==> config.mk <==
export PLATFORM = sky130hd
export DESIGN_NAME = bmde_ctrl
export DESIGN_NICKNAME = d
export VERILOG_FILES = /design/src/rtl/bmde_pkg.sv /design/src/rtl/bmde_ctrl.sv
export SDC_FILE = /design/constraint.sdc
export NUM_CORES = 1
export LEC_CHECK = 0
export ABC_AREA = 1
export BUFFER_PORTS_ARGS = -buffer_cell sky130_fd_sc_hd__buf_4
export CORE_AREA = 10 10 47 49
export DETAILED_ROUTE_END_ITERATION = 12
export DIE_AREA = 0 0 57 59
export PLACE_DENSITY = 0.52
export SLEW_MARGIN = 10
export SYNTH_ARGS = -nofsm -noshare
export SYNTH_HDL_FRONTEND = slang
export SYNTH_SLANG_ARGS = --single-unit
==> constraint.sdc <==
create_clock -name clk -period 1.6 [get_ports clk]
set_clock_uncertainty 0.2 [all_clocks]
set_input_delay 0.4 -clock clk [delete_from_list [all_inputs] [get_ports clk]]
set_output_delay 0.4 -clock clk [all_outputs]
set_load 0.01 [all_outputs]
==> src/rtl/bmde_pkg.sv <==
// Package for the binary morphology block: item and result types, configuration
// register indexes, controller states and the controller to datapath command bundle.
// No dependencies.
`timescale 1ns / 1ps

package bmde_pkg;

    localparam int KERNEL_SIZE = 5;
    localparam int PIX_W       = 6;
    localparam int MASK_W      = 25;
    localparam int ANCHOR_W    = 3;
    localparam int DIM_W       = 7;
    localparam int CFG_IDX_W   = 3;
    localparam int CFG_DATA_W  = 25;
    localparam int KR_W        = $clog2(KERNEL_SIZE + 1);

    localparam logic [CFG_IDX_W-1:0] REG_KERNEL_MASK = 3'd0;
    localparam logic [CFG_IDX_W-1:0] REG_ANCHOR_ROW  = 3'd1;
    localparam logic [CFG_IDX_W-1:0] REG_ANCHOR_COL  = 3'd2;
    localparam logic [CFG_IDX_W-1:0] REG_ERODE_MODE  = 3'd3;
    localparam logic [CFG_IDX_W-1:0] REG_IMAGE_ROWS  = 3'd4;
    localparam logic [CFG_IDX_W-1:0] REG_IMAGE_COLS  = 3'd5;

    localparam logic [MASK_W-1:0]   RST_KERNEL_MASK = 25'd7399;
    localparam logic [ANCHOR_W-1:0] RST_ANCHOR      = 3'd1;
    localparam logic [DIM_W-1:0]    RST_DIM         = 7'd8;

    localparam logic REQ_WRITE = 1'b0;
    localparam logic REQ_QUERY = 1'b1;

    typedef struct packed {
        logic             req_type;
        logic [PIX_W-1:0] pix_row;
        logic [PIX_W-1:0] pix_col;
        logic             pix_value;
    } bmde_item_t;

    typedef struct packed {
        logic result_pixel;
        logic out_of_range;
    } bmde_result_t;

    typedef enum logic [1:0] {
        ST_IDLE,
        ST_SCAN,
        ST_FINISH
    } bmde_state_t;

    typedef struct packed {
        logic            capture;
        logic            rd_en;
        logic [KR_W-1:0] rd_kr;
        logic            finish;
    } bmde_cmd_t;

    typedef struct packed {
        logic is_query;
        logic in_image;
    } bmde_status_t;

endpackage

==> src/rtl/bmde_ctrl.sv <==
// Controller state machine of the binary morphology block.
// Depends on bmde_pkg; drives the datapath through a bmde_cmd_t bundle.
`timescale 1ns / 1ps

module bmde_ctrl
    import bmde_pkg::*;
(
    input  logic         clk,
    input  logic         rst_n,
    input  logic         start,
    input  bmde_status_t status,
    output logic         busy,
    output bmde_cmd_t    cmd
);

    bmde_state_t     state_reg, state_next;
    logic [KR_W-1:0] kr_reg, kr_next;

    always_ff @(posedge clk or negedge rst_n)
    begin
        if (!rst_n)
        begin
            state_reg <= ST_IDLE;
            kr_reg    <= '0;
        end
        else
        begin
            state_reg <= state_next;
            kr_reg    <= kr_next;
        end
    end

    always_comb
    begin
        state_next = state_reg;
        kr_next    = kr_reg;
        case (state_reg)
            ST_IDLE:
            begin
                kr_next = '0;
                if (start && status.is_query)
                begin
                    state_next = status.in_image ? ST_SCAN : ST_FINISH;
                end
            end
            ST_SCAN:
            begin
                kr_next = kr_reg + 1'b1;
                if (kr_reg == KR_W'(KERNEL_SIZE))
                begin
                    state_next = ST_FINISH;
                end
            end
            ST_FINISH:
            begin
                state_next = ST_IDLE;
            end
            default:
            begin
                state_next = ST_IDLE;
            end
        endcase
    end

    always_comb
    begin
        busy        = (state_reg != ST_IDLE);
        cmd.capture = (state_reg == ST_IDLE) && start;
        cmd.rd_en   = (state_reg == ST_SCAN) && (kr_reg < KR_W'(KERNEL_SIZE));
        cmd.rd_kr   = kr_reg;
        cmd.finish  = (state_reg == ST_FINISH);
    end

endmodule

==> summary by stage, run 1 <==
Timing
Of the available clock period, the critical path in the final layout requires 1.03. The transition time at the pin with the least slew margin is 194 ps. The aggregate negative setup slack is -56.5 ps. The headroom to the max-slew limit is 0.869. The maximum operating frequency is 609 MHz. The final-report setup violation count is 2. Setup repair after global routing could not meet its margin everywhere. The final hold violation count came to 0. The routed design could run at a clock period as short as 1640 ps. The number of pins with negative max-slew slack in the final report is 0. Once routing completed, OpenROAD measured the worst setup slack at -42.7 ps.

Outcome
The checks that failed: setup timing. The flow ran to the end, but the final reports show violations.

Placed design
The placer congestion estimate is 0.690. Input and output buffers added on the ports amount to 11. The placed standard-cell area is 385 um2.

At the placement stage, the worst setup path has a slack of 108 ps. After legalization and detailed placement, the total HPWL measured 599 um.

Logic synthesis
The top-area cell type share of the netlist area is 0.455. The main flop type after synthesis is dfrtp_1. The Yosys warning count is 0. The leading area contributor after synthesis is dfrtp_1. Synthesis produced a netlist with a net count of 42. The count of flip-flops with a built-in enable after synthesis is 0. The post-synthesis cell type count is 12. The async set-reset flop share out of synthesis is 1.00. In this run, synthesis produced a sequential element count of 5. In the synthesized netlist, the number of instances is 35. Of the synthesized area, sequential elements account for 0.455. Averaged over all synthesized cells, the footprint is 7.86 um2.

The cell area that synthesis handed to floorplanning was 275 um2. By instance count, the leading cell after synthesis is nand2_1. Ranked by instance count, the synthesized netlist is headed by nand2_1 (8), dfrtp_1 (5), inv_1 (4). Ranked by total cell area, the synthesized netlist is headed by dfrtp_1 (45%), nand2_1 (11%), ha_1 (9.1%).

Final layout
The finished layout cell area is 472 um2. The layout overhead on the synthesized area is 71.4%. The number of antenna diodes in the final layout is 0. The final layout net count is 65.

The number of flip-flops under the largest register name is 3. Of the cells placed in the final design, the portion with a size suffix greater than 1 is 0.491.

Clocking
The clock tree from TritonCTS is yes. In this run the clock root is driven by a clkbuf_4. TritonCTS created 3 clock buffers.

Clock latency on the worst-skew pair, taken at its later pin, is 240 ps. The depth of the CTS H-tree is 1. After clock tree synthesis, the clock-pin slew on the worst setup and hold paths is 40 ps. CTS saw 5 sinks. In this run the deepest clock path goes through 2 buffers.

Worst setup path
The setup check on the worst reg-to-reg path leaves a slack of 280 ps. Data arrives at the worst endpoint at 1040 ps. The worst setup path is launched from a flop. The worst setup path is captured at an output port. The startpoint identified for the worst register-to-register timing path is kr_reg[0].

The source of the critical timing path is state_reg[0]. The critical path data required time is 1000 ps. The startpoint-to-endpoint class of the critical path is flop to output port.

The peak fanout along the critical path is 4.

Global route
The initial antenna violation count is 0. The number of global-route vias before repair is 315. The most heavily used metal layer in global routing is met2.

For this run, global-route usage on met1 was measured as 0.0456. The wire length of the first global-routing pass is 1330 um. The aggregate global-route resource usage is 0.0503. Entering global routing, the biggest net connects 7 pins. The sum of overflow across all layers after global routing is 0. The met2 track demand over resource in global routing is 0.0760. In the global route stage, met3 resource usage came out at 0.0300.

Pwr
In this run the power spent charging and discharging nets is 302 uW. The internal power is 490 uW. The power density over cell area is 1680 nW/um2.

Of the total power, the share spent switching nets is 0.381. Of the total power, combinational logic draws 0.553. The clock share of power is 0.184. Of the total power, registers draw 0.263. For this design the static power due to leakage is 0.000251 uW. Across the VDD grid, the largest voltage drop is 0.484 mV.

Floorplan
In this run the horizontal extent of the chip is 57 um. The number of core rows is 14. The starting density of the core is 0.196. The area of the core is 1400 um2. The total die area is 3360 um2. In this run the count of I/O pins placed on the die edge is 12. The floorplan step set the die height to 59 um.

Detailed routing
In the routed design, unresolved DRC markers number 0. The routed via count divided by cell count is 4.08. The number of violations reported at the end of detailed-routing iteration 0 is 4.

The final route contains 298 vias. For this run, the detailed router's first-pass iteration total came to 3. After detailed routing, the total wire length is 747 um. Dividing the detail-routed wire length by the instance count gives 10.2 um. The count of nets left with antenna violations once routing finished came out at 0.

Worst hold path
The startpoint identified for the worst hold timing path is status[0]. The min-delay analysis places its worst path in the category input pin to flop.

Run
The max-capacitance violation count is 0.
## layout by cell type (no fill, tap or decap), types with 2 or more instances in the layout
| master | count |
|---|---|
| inv_2 | 3 |
| inv_1 | 3 |
| dfrtp_1 | 4 |
| nand2_1 | 8 |
| clkbuf_4 | 3 |
| o21ai_1 | 3 |
| buf_4 | 16 |
| nor2_2 | 3 |
| ha_1 | 2 |
| nand3_1 | 3 |
## stage by stage
| step | util | instances | total power, uW | hold slack (ps) |
|---|---|---|---|---|
| final | 0.337 | 73 | 792 | 212 |
| after detailed placement | 0.275 | 63 | 551 | 6.30 |
| after floorplan | - | 35 | 391 | -95.6 |
| after global routing | 0.337 | 73 | 866 | 230 |
| after global placement | 0.275 | 63 | 545 | 7.94 |
| after CTS | 0.327 | 72 | 779 | 207 |
## critical path: stages (launching register included)
cell     delay, ps
dfrtp_2        430
nor2_4         130
inv_2           50
nor2_2          70
buf_4          120
## final cells by class
cell class                      instances  area, um2
Clock buffer                            4       26.3
Fill cell                             167        930
Inverter                                6       22.5
Multi-Input combinational cell         24        135
Sequential cell                         5        126
Tap cell                               16       20.0
Timing Repair Buffer                   18        141
## timing repair
| action | 4_1_cts | 5_1_grt |
|---|---|---|
| gates resized for setup | 3 | 3 |
| hold endpoints to repair | 5 | 0 |
| pin swaps | 1 | 1 |
| endpoints found under the setup margin | 3 | 4 |
| buffers inserted | 4 | 1 |
| hold buffers | 1 | 0 |
## power by group through the flow
stage               sequential (uW)  clock, uW  combinational (uW)
finish                          208        146                 438
global route                    214        160                 492
CTS                             214        153                 412
detailed placement              212          0                 339
global placement                209          0                 337
floorplan                       219          0                 172
## per-layer routing
metal,vias up,part of all wire
li1,156,-
met1,136,0.36
met2,6,0.53
met3,0,0.10
met4,0,0
met5,-,0
## worst paths after layout
| kind | end | cells past startpoint |
|---|---|---|
| max in group asynchronous | state_reg[0] | 2 |
| max reg2reg | state_reg[1] | 6 |
| max | cmd[5] | 4 |
| min in group asynchronous | state_reg[1] | 2 |
| min | state_reg[0] | 3 |
| min reg2reg | kr_reg[0] | 2 |
## cells by family (layout without fill, tap and decap cells)
group,count (synthesis),after routing,share of synthesized area
adder cells (fa/ha/maj),2,2,0.0909
flip-flops,5,5,0.455
AND/OR/NAND/NOR,16,16,0.259
buffers and inverters,6,28,0.0818
AO/OA/AOI/OAI,6,6,0.114
No activity file was read; power rests on OpenSTA's default activity.
==> run 2, diff against run 1 <==
--- a/config.mk
+++ b/config.mk
@@ -7,9 +7,9 @@
 export LEC_CHECK = 0
 export ABC_AREA = 1
 export BUFFER_PORTS_ARGS = -buffer_cell sky130_fd_sc_hd__buf_4
-export CORE_AREA = 10 10 47 49
+export CORE_AREA = 2 2 39 41
 export DETAILED_ROUTE_END_ITERATION = 12
-export DIE_AREA = 0 0 57 59
+export DIE_AREA = 0 0 41 43
 export PLACE_DENSITY = 0.52
 export SLEW_MARGIN = 10
 export SYNTH_ARGS = -nofsm -noshare
==> run 2 against run 1 <==
- the flow still finishes with violations (setup timing)
- clock-buffer cell count is the same
- register-to-register slack about the same
- non-clock buffer count is 1 higher
- hold slack gained 6.2 ps
- final area is 5.6% higher
==> summary by stage, run 2 (synthesis results as in run 1) <==
Pwr
The static leakage power was 0.000261 uW (+3.9%). The power density over cell area came to 1680 nW/um2 (-0.22%). The worst vdd rail ir drop is 0.475 mV (-2.0%).

Final layout
The most common cell after layout, fill and taps aside is buf_4. The number of flip-flops under the largest register name is 3 (unchanged). The non-filler instance count after layout is 74 (+1.4%). The fraction of final layout cells sized beyond drive strength 1 was 0.517 (+0.0260). The final core utilization is 0.360 (+0.0232).

The antenna diode count was 0 (unchanged). The finished layout cell area came to 498 um2 (+5.6%). The final layout net count was 66 (+1.5%). The area growth from synthesis to layout is 80.9%. In the layout the commonest cells are buf_4 (14), nand2_1 (8), dfrtp_1 (5), buf_6 (4).

Timing
The least setup slack across all paths after layout is -89.9 ps (-47.2 ps). Setup repair after global routing could not meet its margin everywhere. The headroom to the max-slew limit came to 0.863 (-0.00618). The maximum operating frequency is 592 MHz (-2.8%). The transition time at the pin with the least slew margin is 203 ps (+9.17 ps). The final-report setup violation count is 2 (unchanged). The fraction of the cycle the final worst path needs is 1.06 (+0.0295).

The final hold violation count is 0 (unchanged). The shortest period the worst path allows is 1690 ps (+47.2 ps). The number of pins with negative max-slew slack in the final report is 0 (unchanged).

Placed design
The placed standard-cell area is 393 um2 (+1.9%). The number of input and output port buffers inserted is 11 (unchanged). The cell count after placement is 64 (+1.6%).

The sum of net half-perimeters after detailed placement is 502 um (-16%). The placer congestion estimate is 0.720 (+4.3%).

Worst setup path
The worst register-to-register path ends at state_reg[1]. The critical path data required time is 1000 ps (about the same). The kind of start point of the critical path is a flop.

The endpoint class of the critical path is an output port. The launching point of the worst reg2reg path is kr_reg[0]. The startpoint-to-endpoint class of the critical path is flop to output port. The worst setup slack for register-to-register paths came to 280 ps (about the same).

The peak fanout along the critical path is 3 (-1). The critical path arrival came to 1090 ps (+50 ps). The cell count of the worst reg-to-reg path is 6 (unchanged).

Floorplan
The area of the core is 1380 um2 (-1.2%). The starting density of the core is 0.199 (+0.00249). The number of core rows is 14 (unchanged). The overall die height is 43 um (-27%). The die width is 41 um (-28%).

The total die area is 1760 um2 (-48%). The number of placed I/O pins is 12 (unchanged).

Global route
The sum of overflow across all layers after global routing is 0 (unchanged). The aggregate global-route resource usage is 0.107 (+0.0565). The number of global-route vias before repair was 298 (-5.4%).

The pin count of the biggest net entering global routing came to 6 (-1). The initial antenna violation count came to 0 (unchanged). The wire length of the first global-routing pass was 1190 um (-10%).

Detailed routing
The routed via count divided by cell count came to 4.03 (-1.4%). The overall routed net length is 723 um (-3.2%). The average wire per standard cell was 9.77 um (-4.5%). The number of remaining DRC errors is 0 (unchanged). The post-route antenna net violation count came to 0 (unchanged). The number of violations reported at the end of detailed-routing iteration 0 is 5 (+1). The via count of the routed design is 298 (unchanged).

The number of iterations in the first detailed-routing pass is 4 (+1).

Worst hold path
The startpoint of the lowest-slack hold path is status[0]. The number of cells traversed by the worst hold path was 3 (unchanged). The worst hold path belongs to the class input pin to flop. For hold timing, the worst endpoint is state_reg[0].

Run
The max-capacitance violation count is 0 (unchanged).

Clocking
The depth of the CTS H-tree is 1 (unchanged). The total clock sinks came to 5 (unchanged). The total clock buffers created by CTS is 3 (unchanged).

In this run the clock root is driven by a clkbuf_4. The insertion delay to the later sink of the worst-skew pair is 240 ps (about the same). The buffer levels on the longest clock path is 2 (unchanged). The CTS clock-pin slew for the worst setup and hold paths is 50 ps (about the same). TritonCTS built the clock tree.

Outcome
The checks that failed: setup timing. The flow ran to the end, but the final reports show violations.
run 2: critical path: stages, from the launching register on:
cell,delay [ps]
dfrtp_1,410
nor2_2,170
inv_2,60
nor2_1,80
buf_4,120
run 2: power by group:
group	internal, uW	switching, uW
Sequential	166	40.3
Combinational	254	224
Clock	94.5	54.8
run 2: layer usage:
metal / global-route usage / wire length (um) / vias to the layer above
met1: 0.114 / 293 / 133
met2: 0.156 / 383 / 5
met3: 0.0314 / 35 / 2
met4: 0.100 / 10 / 0
met5: 0 / 0 / -
li1: - / - / 158
run 2: through the flow:
stage	power [uW]	worst slack, ps	TNS [ps]	hold WS [ps]
after floorplan	391	197	0	-95.6
after global placement	552	162	0	8.25
after detailed placement	559	132	0	9.90
after CTS	841	-95.3	-132	213
after global routing	905	-140	-291	231
final	835	-89.9	-112	219
run 2: repair_timing:
item,CTS,global route
setup buffers,5,0
resized for setup,9,1
pin swaps,1,1
hold buffers,1,0
setup endpoints to repair,3,4
endpoints found under the hold margin,5,0
run 2: worst max path at each step:
stage / startpoint / end / slack, ps / cells after the start
6_report: state_reg[1] / cmd[5] / -90 / 4
5_1_grt: state_reg[0] / cmd[5] / -140 / 4
4_1_cts: state_reg[1] / cmd[5] / -100 / 4
3_5_place_dp: state_reg[0] / cmd[5] / 130 / 4
3_3_place_gp: state_reg[0] / cmd[5] / 160 / 4
2_1_floorplan: state_reg[0] / cmd[5] / 200 / 3
run 2: cell type report:
class | instances | area, um2
Fill cell | 155 | 886
Sequential cell | 5 | 125
Inverter | 6 | 22.5
Tap cell | 16 | 20.0
Multi-Input combinational cell | 24 | 144
Timing Repair Buffer | 19 | 160
Clock buffer | 4 | 26.3
